--- src/rtl/assert_macros.svh ---
// Assertion helpers for the RTL files; signed_binary_to_bcd.sv includes them.
`ifndef ASSERT_MACROS_SVH
`define ASSERT_MACROS_SVH

`ifndef ASSERT_OFF

// Property checked on every rising edge once reset is released.
`define ASSERT_PROP(label, clk, rst_n, prop) \
    label: assert property (@(posedge clk) disable iff (!rst_n) (prop)) \
        else $error("assertion failed");

// Condition that must never hold once reset is released.
`define ASSERT_NEVER(label, clk, rst_n, cond) \
    label: assert property (@(posedge clk) disable iff (!rst_n) !(cond)) \
        else $error("forbidden condition seen");

`else

`define ASSERT_PROP(label, clk, rst_n, prop)
`define ASSERT_NEVER(label, clk, rst_n, cond)

`endif

`endif

--- src/rtl/sb2b_pkg.sv ---
package sb2b_pkg;

    localparam int BCD_DIGITS  = 10;
    localparam int NIBBLE_W    = 4;
    localparam int BCD_W       = BCD_DIGITS * NIBBLE_W;
    localparam int DCNT_W      = 4;
    localparam int IN_TDATA_W  = 32;
    localparam int OUT_TDATA_W = 48;

    localparam logic [NIBBLE_W-1:0] DABBLE_LIMIT = 4'd5;
    localparam logic [NIBBLE_W-1:0] DABBLE_ADJ   = 4'd3;

    typedef logic [BCD_W-1:0] t_bcd;

    // Pre-shift correction of one decimal digit.
    function automatic logic [NIBBLE_W-1:0] dabble_adjust(input logic [NIBBLE_W-1:0] d);
        return (d >= DABBLE_LIMIT) ? d + DABBLE_ADJ : d;
    endfunction

endpackage

--- src/rtl/sb2b_dabble_stage.sv ---
module sb2b_dabble_stage #(
    parameter int INPUT_WIDTH = 32
) (
    input  logic                   i_clk,
    input  logic                   i_rst_n,
    input  logic                   i_en,
    input  logic                   i_valid,
    input  logic                   i_neg,
    input  sb2b_pkg::t_bcd         i_bcd,
    input  logic [INPUT_WIDTH-1:0] i_bin,
    output logic                   o_valid,
    output logic                   o_neg,
    output sb2b_pkg::t_bcd         o_bcd,
    output logic [INPUT_WIDTH-1:0] o_bin
);
    import sb2b_pkg::*;

    logic                   r_valid;
    logic                   r_neg;
    t_bcd                   r_bcd;
    logic [INPUT_WIDTH-1:0] r_bin;
    t_bcd                   n_bcd;
    t_bcd                   w_adj;

    always_comb begin
        for (int i = 0; i < BCD_DIGITS; i++) begin
            w_adj[i*NIBBLE_W +: NIBBLE_W] = dabble_adjust(i_bcd[i*NIBBLE_W +: NIBBLE_W]);
        end
        // shift the next binary bit into the low digit
        n_bcd = {w_adj[BCD_W-2:0], i_bin[INPUT_WIDTH-1]};
    end

    always_ff @(posedge i_clk) begin
        if (!i_rst_n) begin
            r_valid <= 1'b0;
        end else if (i_en) begin
            r_valid <= i_valid;
        end
    end

    always_ff @(posedge i_clk) begin
        if (i_en) begin
            r_neg <= i_neg;
            r_bcd <= n_bcd;
            r_bin <= {i_bin[INPUT_WIDTH-2:0], 1'b0};
        end
    end

    assign o_valid = r_valid;
    assign o_neg   = r_neg;
    assign o_bcd   = r_bcd;
    assign o_bin   = r_bin;

endmodule

--- src/rtl/signed_binary_to_bcd.sv ---
// Signed binary to packed BCD converter. Each input word carries a two's
// complement integer in its low INPUT_WIDTH bits; each output word carries
// the magnitude as ten BCD digits (least significant digit lowest), the count
// of significant digits (1 for zero) and, on tuser, the negative flag, for
// which a display puts the sign nibble 1101 ahead of the digits. The most
// negative input gives magnitude 2^(INPUT_WIDTH-1). The shift-and-add-3
// conversion runs as a pipeline of one register stage per input bit, after
// a stage that takes the magnitude and before a stage that counts digits,
// and one word can enter every cycle unless an output word waits to be taken.
// The whole pipeline holds while the output word waits.
`include "assert_macros.svh"

module signed_binary_to_bcd #(
    parameter int INPUT_WIDTH = 32
) (
    input  logic                               i_clk,
    input  logic                               i_rst_n,
    input  logic                               i_s_axis_tvalid,
    output logic                               o_s_axis_tready,
    input  logic [sb2b_pkg::IN_TDATA_W-1:0]    i_s_axis_tdata,  // value[31:0]
    output logic                               o_m_axis_tvalid,
    input  logic                               i_m_axis_tready,
    output logic [sb2b_pkg::OUT_TDATA_W-1:0]   o_m_axis_tdata,  // digit_count[3:0],
                                                                // bcd_digits[43:4], zero pad
    output logic                               o_m_axis_tuser   // negative
);
    import sb2b_pkg::*;

    logic                   w_en;
    logic [INPUT_WIDTH-1:0] w_raw;
    logic                   w_in_neg;
    logic [INPUT_WIDTH-1:0] w_in_mag;

    logic                   r_s0_valid;
    logic                   r_s0_neg;
    logic [INPUT_WIDTH-1:0] r_s0_mag;

    logic                   w_valid [0:INPUT_WIDTH];
    logic                   w_neg   [0:INPUT_WIDTH];
    t_bcd                   w_bcd   [0:INPUT_WIDTH];
    logic [INPUT_WIDTH-1:0] w_bin   [0:INPUT_WIDTH];

    logic [DCNT_W-1:0]      n_cnt;
    logic                   r_out_valid;
    logic                   r_out_neg;
    logic [DCNT_W-1:0]      r_out_cnt;
    t_bcd                   r_out_bcd;
    logic                   w_out_digits_ok;

    // hold everything while the output word is not taken
    assign w_en            = !r_out_valid || i_m_axis_tready;
    assign o_s_axis_tready = w_en;

    assign w_raw    = i_s_axis_tdata[INPUT_WIDTH-1:0];
    assign w_in_neg = w_raw[INPUT_WIDTH-1];
    assign w_in_mag = w_in_neg ? (~w_raw + {{(INPUT_WIDTH-1){1'b0}}, 1'b1}) : w_raw;

    always_ff @(posedge i_clk) begin
        if (!i_rst_n) begin
            r_s0_valid <= 1'b0;
        end else if (w_en) begin
            r_s0_valid <= i_s_axis_tvalid;
        end
    end

    always_ff @(posedge i_clk) begin
        if (w_en) begin
            r_s0_neg <= w_in_neg;
            r_s0_mag <= w_in_mag;
        end
    end

    assign w_valid[0] = r_s0_valid;
    assign w_neg[0]   = r_s0_neg;
    assign w_bcd[0]   = '0;
    assign w_bin[0]   = r_s0_mag;

    for (genvar k = 0; k < INPUT_WIDTH; k++) begin : g_dabble
        sb2b_dabble_stage #(
            .INPUT_WIDTH (INPUT_WIDTH)
        ) u_stage (
            .i_clk   (i_clk),
            .i_rst_n (i_rst_n),
            .i_en    (w_en),
            .i_valid (w_valid[k]),
            .i_neg   (w_neg[k]),
            .i_bcd   (w_bcd[k]),
            .i_bin   (w_bin[k]),
            .o_valid (w_valid[k+1]),
            .o_neg   (w_neg[k+1]),
            .o_bcd   (w_bcd[k+1]),
            .o_bin   (w_bin[k+1])
        );
    end

    // position of the highest non-zero digit, at least one digit
    always_comb begin
        n_cnt = DCNT_W'(1);
        for (int i = 1; i < BCD_DIGITS; i++) begin
            if (w_bcd[INPUT_WIDTH][i*NIBBLE_W +: NIBBLE_W] != '0) begin
                n_cnt = DCNT_W'(i + 1);
            end
        end
    end

    always_ff @(posedge i_clk) begin
        if (!i_rst_n) begin
            r_out_valid <= 1'b0;
        end else if (w_en) begin
            r_out_valid <= w_valid[INPUT_WIDTH];
        end
    end

    always_ff @(posedge i_clk) begin
        if (w_en) begin
            r_out_neg <= w_neg[INPUT_WIDTH];
            r_out_cnt <= n_cnt;
            r_out_bcd <= w_bcd[INPUT_WIDTH];
        end
    end

    assign o_m_axis_tvalid = r_out_valid;
    assign o_m_axis_tuser  = r_out_neg;
    assign o_m_axis_tdata  = {{(OUT_TDATA_W-BCD_W-DCNT_W){1'b0}}, r_out_bcd, r_out_cnt};

    always_comb begin
        w_out_digits_ok = 1'b1;
        for (int i = 0; i < BCD_DIGITS; i++) begin
            if (r_out_bcd[i*NIBBLE_W +: NIBBLE_W] > 4'd9) begin
                w_out_digits_ok = 1'b0;
            end
        end
    end

    `ASSERT_PROP(a_digits_decimal, i_clk, i_rst_n, r_out_valid |-> w_out_digits_ok)
    `ASSERT_PROP(a_count_range, i_clk, i_rst_n, r_out_valid |-> (r_out_cnt >= DCNT_W'(1) && r_out_cnt <= DCNT_W'(BCD_DIGITS)))
    `ASSERT_NEVER(a_zero_not_negative, i_clk, i_rst_n, r_out_valid && r_out_neg && r_out_bcd == '0)
    `ASSERT_PROP(a_stall_holds_pipe, i_clk, i_rst_n, (r_out_valid && !i_m_axis_tready) |=> ($stable(r_s0_valid) && $stable(w_valid[INPUT_WIDTH])))

endmodule
--- config.mk ---
export PLATFORM = sky130hd
export DESIGN_NAME = signed_binary_to_bcd
export DESIGN_NICKNAME = d
export VERILOG_FILES = /design/src/rtl/sb2b_pkg.sv /design/src/rtl/sb2b_dabble_stage.sv /design/src/rtl/signed_binary_to_bcd.sv
export VERILOG_INCLUDE_DIRS = /design/src /design/src/rtl
export SDC_FILE = /design/constraint.sdc
export NUM_CORES = 2
export LEC_CHECK = 0
export BUFFER_PORTS_ARGS = -buffer_cell sky130_fd_sc_hd__buf_2
export CORE_MARGIN = 1.5
export CORE_UTILIZATION = 60
export CTS_BUF_LIST = sky130_fd_sc_hd__clkbuf_8
export DETAILED_ROUTE_END_ITERATION = 12
export PLACE_DENSITY = 0.77
export SYNTH_ARGS = -nofsm -noshare
export SYNTH_HDL_FRONTEND = slang
export SYNTH_SLANG_ARGS = --single-unit
--- constraint.sdc ---
create_clock -name i_clk -period 145.2 [get_ports i_clk]
set_clock_uncertainty 0.05 [all_clocks]
set_input_delay 29.04 -clock i_clk [delete_from_list [all_inputs] [get_ports i_clk]]
set_output_delay 29.04 -clock i_clk [all_outputs]
set_load 0.02 [all_outputs]
==> results_dict.tcl <==
set metrics [dict create \
    first_pass_iters 7 \
    routed_via_density 5.08 \
    synth.area.top_cells "edfxtp_1, ha_1, nand2_1, nand2b_1, xnor2_1" \
    clk_path_buf_depth 3 \
    ys_types 40 \
    dieWidth_um 308 \
    peakVddDrop_mv 0.0102 \
    post_cts_resized 0 \
    holdBufCountCts 0 \
    htree_levels 4 \
    synth_seq_area_share 0.705 \
    timing.fmax_mhz 16.9 \
    muxShareOfSynthArea 0.0276 \
    dr.first_iter.drc_count 1792 \
    final_cells 5686 \
    cts_setup_buffers 0 \
    yosys.area_share.simple 0.0922 \
    yosysMostFrequentCell "edfxtp_1" \
    grt_pass1_vias 28900 \
    synth_top_family_by_area "simple AND/OR/NAND/NOR gates" \
    synth_compound_area_frac 0.0515 \
    cts_buffers 202 \
    syn_area_um2 55800 \
    synthArstFlopShare 0 \
    synth_flop_cell "edfxtp_1" \
    hold_class "register to register" \
    worst_ep_arrival_time_ns 30.13 \
    fin_crit_ns 59.22 \
    fin_crit_sh 0.408 \
    start_kind "input pin" \
    drc_errors 0 \
    rows 111 \
    insertion_delay_ns 0.85 \
    yosys_warnings 0 \
    wire_per_inst_um 13.0 \
    hold_viol 0 \
    cts_tree "done" \
    critPathMaxFanout 145 \
    grt-ovfl-total 0 \
    multi_input_area_um2 15200 \
    cts.sinks 1320 \
    ant_nets 0 \
    slew-limit-headroom 0.273 \
    port_buffers 82 \
    seq_area_um2 39300 \
    die-area_um2 94800 \
    finalSetupViolCount 0 \
    vias 28900 \
    crit_type "input pin to output pin" \
    hpwlAfterDp_um 46800 \
    synth_edf_count 1286 \
    rsz0062_at_grt "no" \
    syn_inst 3995 \
    fp.dieH_um 308 \
    grt_first_pass_wirelength_um 126000 \
    synth_xor_area_frac 0.0289 \
    end_kind "output pin" \
    slew_viol_final 0 \
    hold_ws_ns 0.347 \
    root_buffer "clkbuf_8" \
    initial_core_util 0.607 \
    area_growth_pct 10.2 \
    wl_um 73900 \
    nFillCells 6282 \
    grt_usage 0.161 \
    synth_top_cell_area_share 0.692 \
    power_density_nw_per_um2 19.2 \
    drive_gt1_frac 0.0784 \
    fp.coreArea_um2 91900 \
    grt_max_degree 194 \
    yosys_register_bits 1320 \
    final_nets 4637 \
    synthTopCellsByCount "edfxtp_1, nand2_1, inv_1, ha_1, o21ai_0" \
    io_pins 87 \
    status "complete, no violations" \
    path_clk_slew_ns 0.07 \
    worstMarginPinSlew_ns 1.09 \
    routabilityCongestion 0.754 \
    worstPathRequired_ns 116.11 \
    cap_violations 0 \
    p_leak_uw 0.0256 \
    synth_largest_area_cell "edfxtp_1" \
    synth-adder-area-share 0.0718 \
    avgSynthCellArea_um2 14.0 \
    final.setup.tns_ns 0 \
    antenna_found_initial 1 \
    placedCellCount 5320 \
]
## cell families (layout without fill, tap and decap cells)
family,count (synthesis),in the layout
DFF,1320,1320
and+or+nand+nor,1145,1145
AOI/OAI and AO/OA,530,530
buffers and inverters,341,784
adders and majority gates,320,320
xor gates and xnor gates,184,184
muxes,154,154
other,1,6
## layout make-up
| type | count | area share |
|---|---|---|
| multi-input cells | 2337 | 0.247 |
| flip-flops and latches | 1320 | 0.639 |
| repair buffers | 97 | 0.00892 |
| diodes | 2 | 0.0000814 |
| inverters | 323 | 0.0198 |
| clock buffers | 206 | 0.0461 |
| well taps | 1243 | 0.0253 |
| clock inverters | 158 | 0.0133 |
## worst paths after layout
path	start	cells past startpoint	slack [ns]	endpoint
setup / recovery	i_m_axis_tready	4	85.98	o_s_axis_tready
hold reg to reg	r_s0_mag[27]$_DFFE_PP_	0	0.35	g_dabble[0].u_stage.o_bin[28]$_DFFE_PP_
setup reg to reg	o_m_axis_tvalid$_SDFFE_PN0P_	6	139.87	g_dabble[4].u_stage.o_bcd[3]$_DFFE_PP_
hold / removal	r_s0_mag[27]$_DFFE_PP_	0	0.35	g_dabble[0].u_stage.o_bin[28]$_DFFE_PP_
## layout by cell type, fill, tap and decap left out, types with 3 or more instances in the layout
master	netlist	final
edfxtp_1	1286	1286
nand2_1	656	656
inv_1	322	390
ha_1	320	320
o21ai_0	306	306
nand2b_1	291	291
clkbuf_8	0	206
xnor2_1	184	184
nor2_1	167	167
a21oi_1	159	159
mux2i_1	154	154
buf_2	0	82
clkinv_1	1	58
dfxtp_1	34	34
a21boi_0	33	33
clkinv_2	0	14
buf_4	4	13
o31ai_1	12	12
nor4_1	9	9
o22a_1	9	9
inv_8	0	6
or4_1	5	5
conb_1	1	4
bufinv_16	0	4
o41ai_1	3	3
o41ai_2	3	3
clkinvlp_4	0	3
inv_6	0	3
## where the power goes
part / switching, uW / internal (uW)
combinational: 157 / 131
clock: 137 / 139
sequential: 64.0 / 555
## stage by stage
stage	util	setup WS, ns	instance area (um^2)	total power, uW
2_1_floorplan	-	51.84	55800	840
3_5_place_dp	0.629	85.97	57800	917
5_1_grt	0.669	85.89	61500	1270
3_3_place_gp	0.629	85.98	57800	890
4_1_cts	0.669	85.96	61500	1200
6_report	0.669	85.98	61500	1180
## routing by layer
| layer | vias to the layer above | routed length (um) | GRT usage |
|---|---|---|---|
| met5 | - | 0 | 0 |
| met2 | 393 | 40200 | 0.301 |
| met3 | 170 | 2830 | 0.0370 |
| li1 | 14700 | - | - |
| met4 | 0 | 1990 | 0.0689 |
| met1 | 13700 | 28900 | 0.173 |
## critical path: stages
cell and delay (ns):
buf_2 0.09, nor2b_2 0.06, inv_8 0.59, buf_2 0.30
## sequential cells by signal, indices dropped and copies added, names as in the netlist, 4 cells and up
register	count
r_s0_mag	32
g_dabble.u_stage.o_neg	32
g_dabble.u_stage.o_valid	32
r_out_bcd	40
g_dabble.u_stage.o_bin	496
g_dabble.u_stage.o_bcd	680
r_out_cnt	4
(Power assumes the default switching activity.)
